### src/sgns_ram.sv
// Generic simple dual-port RAM: one write port, one read port with a
// registered read that holds its data until the next read. No dependencies.
module sgns_ram #(
    parameter int WIDTH = 16,
    parameter int DEPTH = 64
) (
    input  logic                     clk,
    input  logic                     we,
    input  logic [$clog2(DEPTH)-1:0] waddr,
    input  logic [WIDTH-1:0]         wdata,
    input  logic                     re,
    input  logic [$clog2(DEPTH)-1:0] raddr,
    output logic [WIDTH-1:0]         rdata
);

    logic [WIDTH-1:0] mem [DEPTH];
    logic [WIDTH-1:0] rdata_reg;

    always_ff @(posedge clk)
    begin
        if (we)
        begin
            mem[waddr] <= wdata;
        end
        if (re)
        begin
            rdata_reg <= mem[raddr];
        end
    end

    assign rdata = rdata_reg;

endmodule

### config.mk
export PLATFORM = sky130hd
export DESIGN_NAME = sgns_ram
export DESIGN_NICKNAME = d
export VERILOG_FILES = /design/src/sgns_ram.sv
export SDC_FILE = /design/constraint.sdc
export NUM_CORES = 1
export LEC_CHECK = 0
export ABC_CLOCK_PERIOD_IN_PS = 4200
export BUFFER_PORTS_ARGS = -buffer_cell sky130_fd_sc_hd__buf_2
export CAP_MARGIN = 20
export CORE_ASPECT_RATIO = 1.25
export CORE_UTILIZATION = 25
export CTS_CLUSTER_DIAMETER = 40
export CTS_CLUSTER_SIZE = 20
export DETAILED_ROUTE_END_ITERATION = 10
export PLACE_DENSITY = 0.41
export SETUP_SLACK_MARGIN = 0.3
export SYNTH_ARGS = -nofsm -noshare
export SYNTH_HDL_FRONTEND = slang
export SYNTH_SLANG_ARGS = --single-unit
### constraint.sdc
create_clock -name clk -period 4.2 [get_ports clk]
set_input_delay 0 -clock clk [delete_from_list [all_inputs] [get_ports clk]]
set_output_delay 0 -clock clk [all_outputs]
set_load 0.03 [all_outputs]
==> results.json, run 1 <==
{
  "r2r_start": "mem[23][4]$_DFFE_PP_",
  "syn_area_per_cell_um2": 22.0,
  "cp_max_fo": 44,
  "cp.required_ns": 4.67,
  "clock_skew_ns": 0.0411,
  "initial_core_util": 0.252,
  "finalPower_mw": 23.7,
  "drive_gt1_frac": 0.296,
  "tightest_slew_ns": 1.07,
  "rows": 164,
  "setup_tns_ns": 0,
  "yosys.area_share.adder": 0,
  "register_area_um2": 31200,
  "routed_via_density": 4.53,
  "fin_cells": 4210,
  "power_density_nw_per_um2": 496,
  "synth_mux_area_frac": 0.155,
  "crit_slowest_cell": "a41oi_1",
  "crit_buf_inv": 3,
  "ff2ff_setup_slack_ns": 1.67,
  "critPathLaunchType": "primary input",
  "drt_wl_total_um": 113000,
  "synth_edf_count": 1040,
  "min_path_type": "primary input to flip-flop",
  "slew_headroom": 0.290,
  "synthArstFlopShare": 0,
  "fin_area_um2": 47800,
  "synth_area_um2": 40200,
  "slowest_delay_ns": 0.47,
  "multiInputGateArea_um2": 8270,
  "cts_tree": "yes",
  "clockRootBuffer": "clkbuf_16",
  "grt_most_used_layer": "met2",
  "critPathKind": "primary input to flip-flop",
  "yosysUniqueCellTypes": 42,
  "hpwl_um": 69700,
  "arrival_ns": 3.00,
  "route.detailed.drc": 0,
  "placed_cell_area_um2": 43300,
  "clock.fmax_mhz": 395,
  "yosysSeqAreaShare": 0.777,
  "whs_ns": -0.00664,
  "globalRouteMet2Util": 0.245,
  "antenna_left": 0,
  "slew_violations": 0,
  "violations": "hold timing",
  "gp_congestion": 0.785,
  "ys_seq_elements": 1040,
  "power_leakage_nw": 14.9,
  "place_inst": 3965,
  "grt_use_met1": 0.173,
  "nets": 2061,
  "status": "complete, but fails checks",
  "r2r-end": "rdata[4]$_DFFE_PP_",
  "cts_buffer_depth": 3,
  "die_x_um": 361,
  "yosys_warnings": 0,
  "path_delay_family": "buffers and inverters",
  "overflow": 0,
  "clk_latency_ns": 0.73,
  "drt-pass1-iter-count": 5,
  "area_growth_pct": 18.9,
  "hold_path_end": "mem[40][0]$_DFFE_PP_",
  "endpoint_kind": "flip-flop",
  "ios": 47,
  "drt_iter0_markers": 1550,
  "die_y_um": 450,
  "setup_viol_count_final": 0,
  "grt_pass1_vias": 20000,
  "netlist_instances": 1829,
  "synth_top_family_by_area": "multiplexers",
  "dieArea_um2": 162000,
  "cts-buffers-inserted": 120,
  "ff2ff_path_depth": 5,
  "wl_per_cell_um": 26.7,
  "critical_path.cell_chain": "buf_8, buf_12, buf_4, mux2i_1, a22oi_1, a41oi_1, o21ai_0, and4_1",
  "port_buffers": 46,
  "grt_antenna_before_repair": 6,
  "track_usage": 0.138,
  "synth_xor_area_frac": 0,
  "largest_reg_flops": 1024,
  "ir_worst_vdd_v": 0.000350,
  "rsz0062_at_grt": "false",
  "vias": 19100,
  "synthSimpleGateAreaFrac": 0.0264,
  "cts_resized": 0,
  "maxCapViolCount": 0,
  "min_path_cells": 2,
  "grt_use_met3": 0.0212,
  "clkTransAtPathRegs_ns": 0.06,
  "finalCritPeriodShare": 0.603,
  "nFillCells": 15400,
  "cts.sinks": 1040,
  "core_um2": 160000,
  "grt_max_degree": 90,
  "cts.htree.levels": 3,
  "hold_viol_final": 2,
  "grt_pass1_wl_um": 159000,
  "synth_flop_cell": "edfxtp_1",
  "finalCriticalPeriod_ns": 2.53,
  "synth_compound_area_frac": 0.0240,
  "syn_nets": 1860,
  "min-delay-start": "wdata[0]"
}
worst register-to-register path: stages (launching register included):
cell      delay [ns]
edfxtp_1        0.35
mux4_2          0.48
mux2i_1         0.59
a22oi_1         0.21
a31oi_1         0.49
a311oi_1        0.13
area by class of cell:
class	count	area share
sequential	1040	0.654
timing repair buffer	183	0.0300
tap	2075	0.0543
multi-input combinational	685	0.173
clock buffer	131	0.0655
antenna	3	0.000157
clock inverter	93	0.0234
worst max-delay path by stage:
stage | from | endpoint | slack (ns) | cells past startpoint
floorplan | waddr[3] | mem[48][0]$_DFFE_PP_ | 2.17 | 4
global placement | raddr[0] | rdata[2]$_DFFE_PP_ | 0.66 | 8
global route | raddr[0] | rdata[5]$_DFFE_PP_ | 1.43 | 8
detailed placement | raddr[0] | rdata[5]$_DFFE_PP_ | 0.78 | 8
CTS | raddr[0] | rdata[5]$_DFFE_PP_ | 1.58 | 8
finish | raddr[0] | rdata[5]$_DFFE_PP_ | 1.67 | 8
Yosys cell counts, drive strengths merged, types with 3 or more instances:
master / number / area share
a31oi: 8 / 0.0012
a211oi: 8 / 0.0015
a221oi: 16 / 0.0035
a41oi: 5 / 0.0011
mux2i: 85 / 0.021
nand4: 12 / 0.0019
nand2: 60 / 0.0058
nor2b: 30 / 0.0047
edfxtp: 1040 / 0.78
a21oi: 17 / 0.0021
buf: 77 / 0.016
and4: 5 / 0.0011
a22oi: 39 / 0.0073
a211o: 8 / 0.0017
a221o: 6 / 0.0015
clkbuf: 27 / 0.0027
nor4: 3 / 0.00093
mux2: 27 / 0.0076
a22o: 6 / 0.0013
nand3: 24 / 0.0030
nor2: 74 / 0.0070
a311oi: 8 / 0.0017
o21ai: 8 / 0.0010
nand2b: 3 / 0.00047
mux4: 224 / 0.13
per-stage QoR:
step	setup WS, ns	utilization
finish	1.67	0.299
global route	1.43	0.299
CTS	1.58	0.299
detailed placement	0.777	0.271
global placement	0.661	0.271
floorplan	2.17	-
power breakdown:
group / total, mW / internal [mW] / switching, mW
sequential: 11.6 / 11.5 / 0.0365
clock: 11.0 / 6.48 / 4.51
combinational: 1.17 / 0.397 / 0.775
total: 23.7 / 18.4 / 5.32
cell families (layout without fill, tap and decap cells):
family                 after synthesis  count (layout)
muxes                              336             336
DFF                               1040            1040
buffers and inverters              104             407
and+or+nand+nor                    220             220
other                                0               3
AOI/OAI and AO/OA                  129             129
placed cells by master, fill, tap and decap left out, types with 17 or more instances in the layout:
| master | n |
|---|---|
| mux2i_1 | 85 |
| a22oi_1 | 39 |
| buf_2 | 43 |
| dlygate4sd3_1 | 17 |
| inv_6 | 21 |
| nor2b_1 | 30 |
| mux4_2 | 220 |
| nor2_1 | 70 |
| buf_4 | 111 |
| edfxtp_1 | 1040 |
| mux2_2 | 27 |
| a21oi_1 | 17 |
| nand2_1 | 59 |
| nand3_1 | 24 |
| clkbuf_16 | 124 |
repair_timing:
item	4_1_cts	5_1_grt
buffers inserted	0	0
hold endpoints to repair	276	2
hold buffers	16	1
layer usage:
layer,vias up,share of wire
li1,8137,-
met1,10400,0.42
met2,422,0.52
met3,141,0.039
met4,8,0.020
met5,-,0.00046
Power figures use the tool's default switching activity.
==> inputs of run 2 (changes only) <==
--- a/config.mk
+++ b/config.mk
@@ -5,7 +5,7 @@
 export SDC_FILE = /design/constraint.sdc
 export NUM_CORES = 1
 export LEC_CHECK = 0
-export ABC_CLOCK_PERIOD_IN_PS = 4200
+export ABC_CLOCK_PERIOD_IN_PS = 2100
 export BUFFER_PORTS_ARGS = -buffer_cell sky130_fd_sc_hd__buf_2
 export CAP_MARGIN = 20
 export CORE_ASPECT_RATIO = 1.25
@@ -13,7 +13,7 @@
 export CTS_CLUSTER_DIAMETER = 40
 export CTS_CLUSTER_SIZE = 20
 export DETAILED_ROUTE_END_ITERATION = 10
-export PLACE_DENSITY = 0.41
+export PLACE_DENSITY = 0.42
 export SETUP_SLACK_MARGIN = 0.3
 export SYNTH_ARGS = -nofsm -noshare
 export SYNTH_HDL_FRONTEND = slang
==> constraint.sdc (replaced) <==
create_clock -name clk -period 2.1 [get_ports clk]
set_input_delay 0 -clock clk [delete_from_list [all_inputs] [get_ports clk]]
set_output_delay 0 -clock clk [all_outputs]
set_load 0.03 [all_outputs]
==> results.json, run 2 (same netlist as run 1, synthesis figures left out) <==
{
  "track_usage": 0.137,
  "ff2ff_path_depth": 6,
  "setup_tns_ns": 0,
  "nets": 2227,
  "tightest_slew_ns": 1.01,
  "port_buffers": 46,
  "r2r-end": "rdata[11]$_DFFE_PP_",
  "grt_max_degree": 65,
  "post-cts-setup-buffers": 0,
  "cts.htree.levels": 4,
  "clock.fmax_mhz": 492,
  "largest_reg_flops": 1024,
  "post-place-ws_ns": -0.612,
  "initial_core_util": 0.252,
  "clock_skew_ns": 0.0260,
  "r2r_start": "mem[11][11]$_DFFE_PP_",
  "p_clk_frac": 0.467,
  "grt_antenna_before_repair": 15,
  "cts_buffer_depth": 3,
  "slew_headroom": 0.325,
  "cp_max_fo": 1,
  "setup_viol_count_final": 0,
  "power_density_nw_per_um2": 968,
  "finalCriticalPeriod_ns": 2.03,
  "finalCritPeriodShare": 0.967,
  "core_um2": 160000,
  "drt_iter0_markers": 1465,
  "routed_via_density": 4.45,
  "rsz0062_at_grt": "true",
  "fin_area_um2": 50000,
  "combPwrFrac": 0.056,
  "cp.required_ns": 2.57,
  "cts_tree": "yes",
  "maxCapViolCount": 0,
  "drt-pass1-iter-count": 5,
  "ff2ff_setup_slack_ns": 0.07,
  "critPathKind": "flip-flop to flip-flop",
  "antenna_left": 0,
  "area_growth_pct": 24.4,
  "gp_congestion": 0.782,
  "cts-buffers-inserted": 134,
  "die_x_um": 361,
  "rows": 164,
  "nFillCells": 15300,
  "p_seq_frac": 0.477,
  "power_leakage_nw": 16.0,
  "power.internal_mw": 37.5,
  "fin_ws_ns": 0.0687,
  "vias": 19500,
  "min_path_type": "primary input to flip-flop",
  "hpwl_um": 71800,
  "layout.cells.most_common": "edfxtp_1",
  "overflow": 0,
  "clockRootBuffer": "clkbuf_16",
  "p_sw_mw": 10.9,
  "dieArea_um2": 162000,
  "hold_path_end": "rdata[6]$_DFFE_PP_",
  "clkTransAtPathRegs_ns": 0.06,
  "wl_per_cell_um": 25.3,
  "grt_pass1_vias": 21000,
  "hold_viol_final": 0,
  "drive_gt1_frac": 0.363,
  "ir_worst_vdd_v": 0.000608,
  "critPathLaunchType": "flip-flop",
  "slew_violations": 0,
  "min-delay-start": "raddr[4]",
  "most-common-layout-cells": "edfxtp_1, mux4_2, buf_4, clkbuf_16, mux2i_1",
  "route.detailed.drc": 0,
  "p_sw_frac": 0.226,
  "grt_pass1_wl_um": 158000,
  "die_y_um": 450,
  "endpoint_kind": "flip-flop",
  "placed_cell_area_um2": 45000,
  "clk_latency_ns": 0.74,
  "ios": 47,
  "drt_wl_total_um": 111000,
  "cts.sinks": 1040,
  "arrival_ns": 2.51,
  "status": "complete, no violations",
  "min_path_cells": 4
}
[run 2: what timing repair did]
action                                  CTS  global route
hold buffers                             21             0
endpoints found under the setup margin   16            16
endpoints found under the hold margin   877             0
pin swaps                                29            19
resized for setup                        51            19
[run 2: worst max-delay path, cell delays in order (launching register included)]
cell and delay (ns):
edfxtp_1 0.36, mux4_2 0.48, nor2b_4 0.14, a211o_1 0.31
a31oi_1 0.24, buf_4 0.19, a311oi_2 0.04
[run 2: routing by layer]
layer	wire length, µm	share of wire	up-vias	GRT usage
met5	42	0.00038	-	0
met4	2760	0.025	8	0.0428
met3	4590	0.041	141	0.0280
met2	58800	0.53	407	0.246
met1	44800	0.40	10500	0.162
li1	-	-	8492	-
[run 2: power by group through the flow]
stage	Sequential, mW	Combinational (mW)	Clock (mW)
after floorplan	23.6	1.19	0
after global placement	23.5	2.64	0
after detailed placement	23.5	2.66	0
after CTS	23.1	2.76	23.2
after global routing	23.1	2.88	23.9
final	23.1	2.70	22.6
[run 2: worst max-delay path by stage]
stage | start | depth (start not counted) | end
after CTS | mem[61][3]$_DFFE_PP_ | 5 | rdata[3]$_DFFE_PP_
after detailed placement | raddr[0] | 8 | rdata[3]$_DFFE_PP_
after global routing | mem[11][11]$_DFFE_PP_ | 6 | rdata[11]$_DFFE_PP_
final | mem[11][11]$_DFFE_PP_ | 6 | rdata[11]$_DFFE_PP_
after global placement | raddr[0] | 8 | rdata[3]$_DFFE_PP_
after floorplan | waddr[5] | 4 | mem[39][0]$_DFFE_PP_
[run 2: cell type report]
type	count	area, µm²	share of cell area
antenna	3	7.51	0.000150
clock buffer	149	3520	0.0703
clock inverter	99	961	0.0192
multi-input combinational	685	8550	0.171
sequential	1040	31200	0.625
tap	2075	2600	0.0519
timing repair buffer	335	3140	0.0629
[run 2: through the flow]
| stage | instances | utilization | hold slack [ns] | power [mW] |
|---|---|---|---|---|
| after floorplan | 1829 | - | 0.0989 | 24.7 |
| after global placement | 4114 | 0.282 | 0.334 | 26.2 |
| after detailed placement | 4114 | 0.282 | 0.331 | 26.2 |
| after CTS | 4383 | 0.313 | 0.00475 | 49.1 |
| after global routing | 4383 | 0.313 | 0.0375 | 49.9 |
| final | 4386 | 0.313 | 0.0517 | 48.4 |
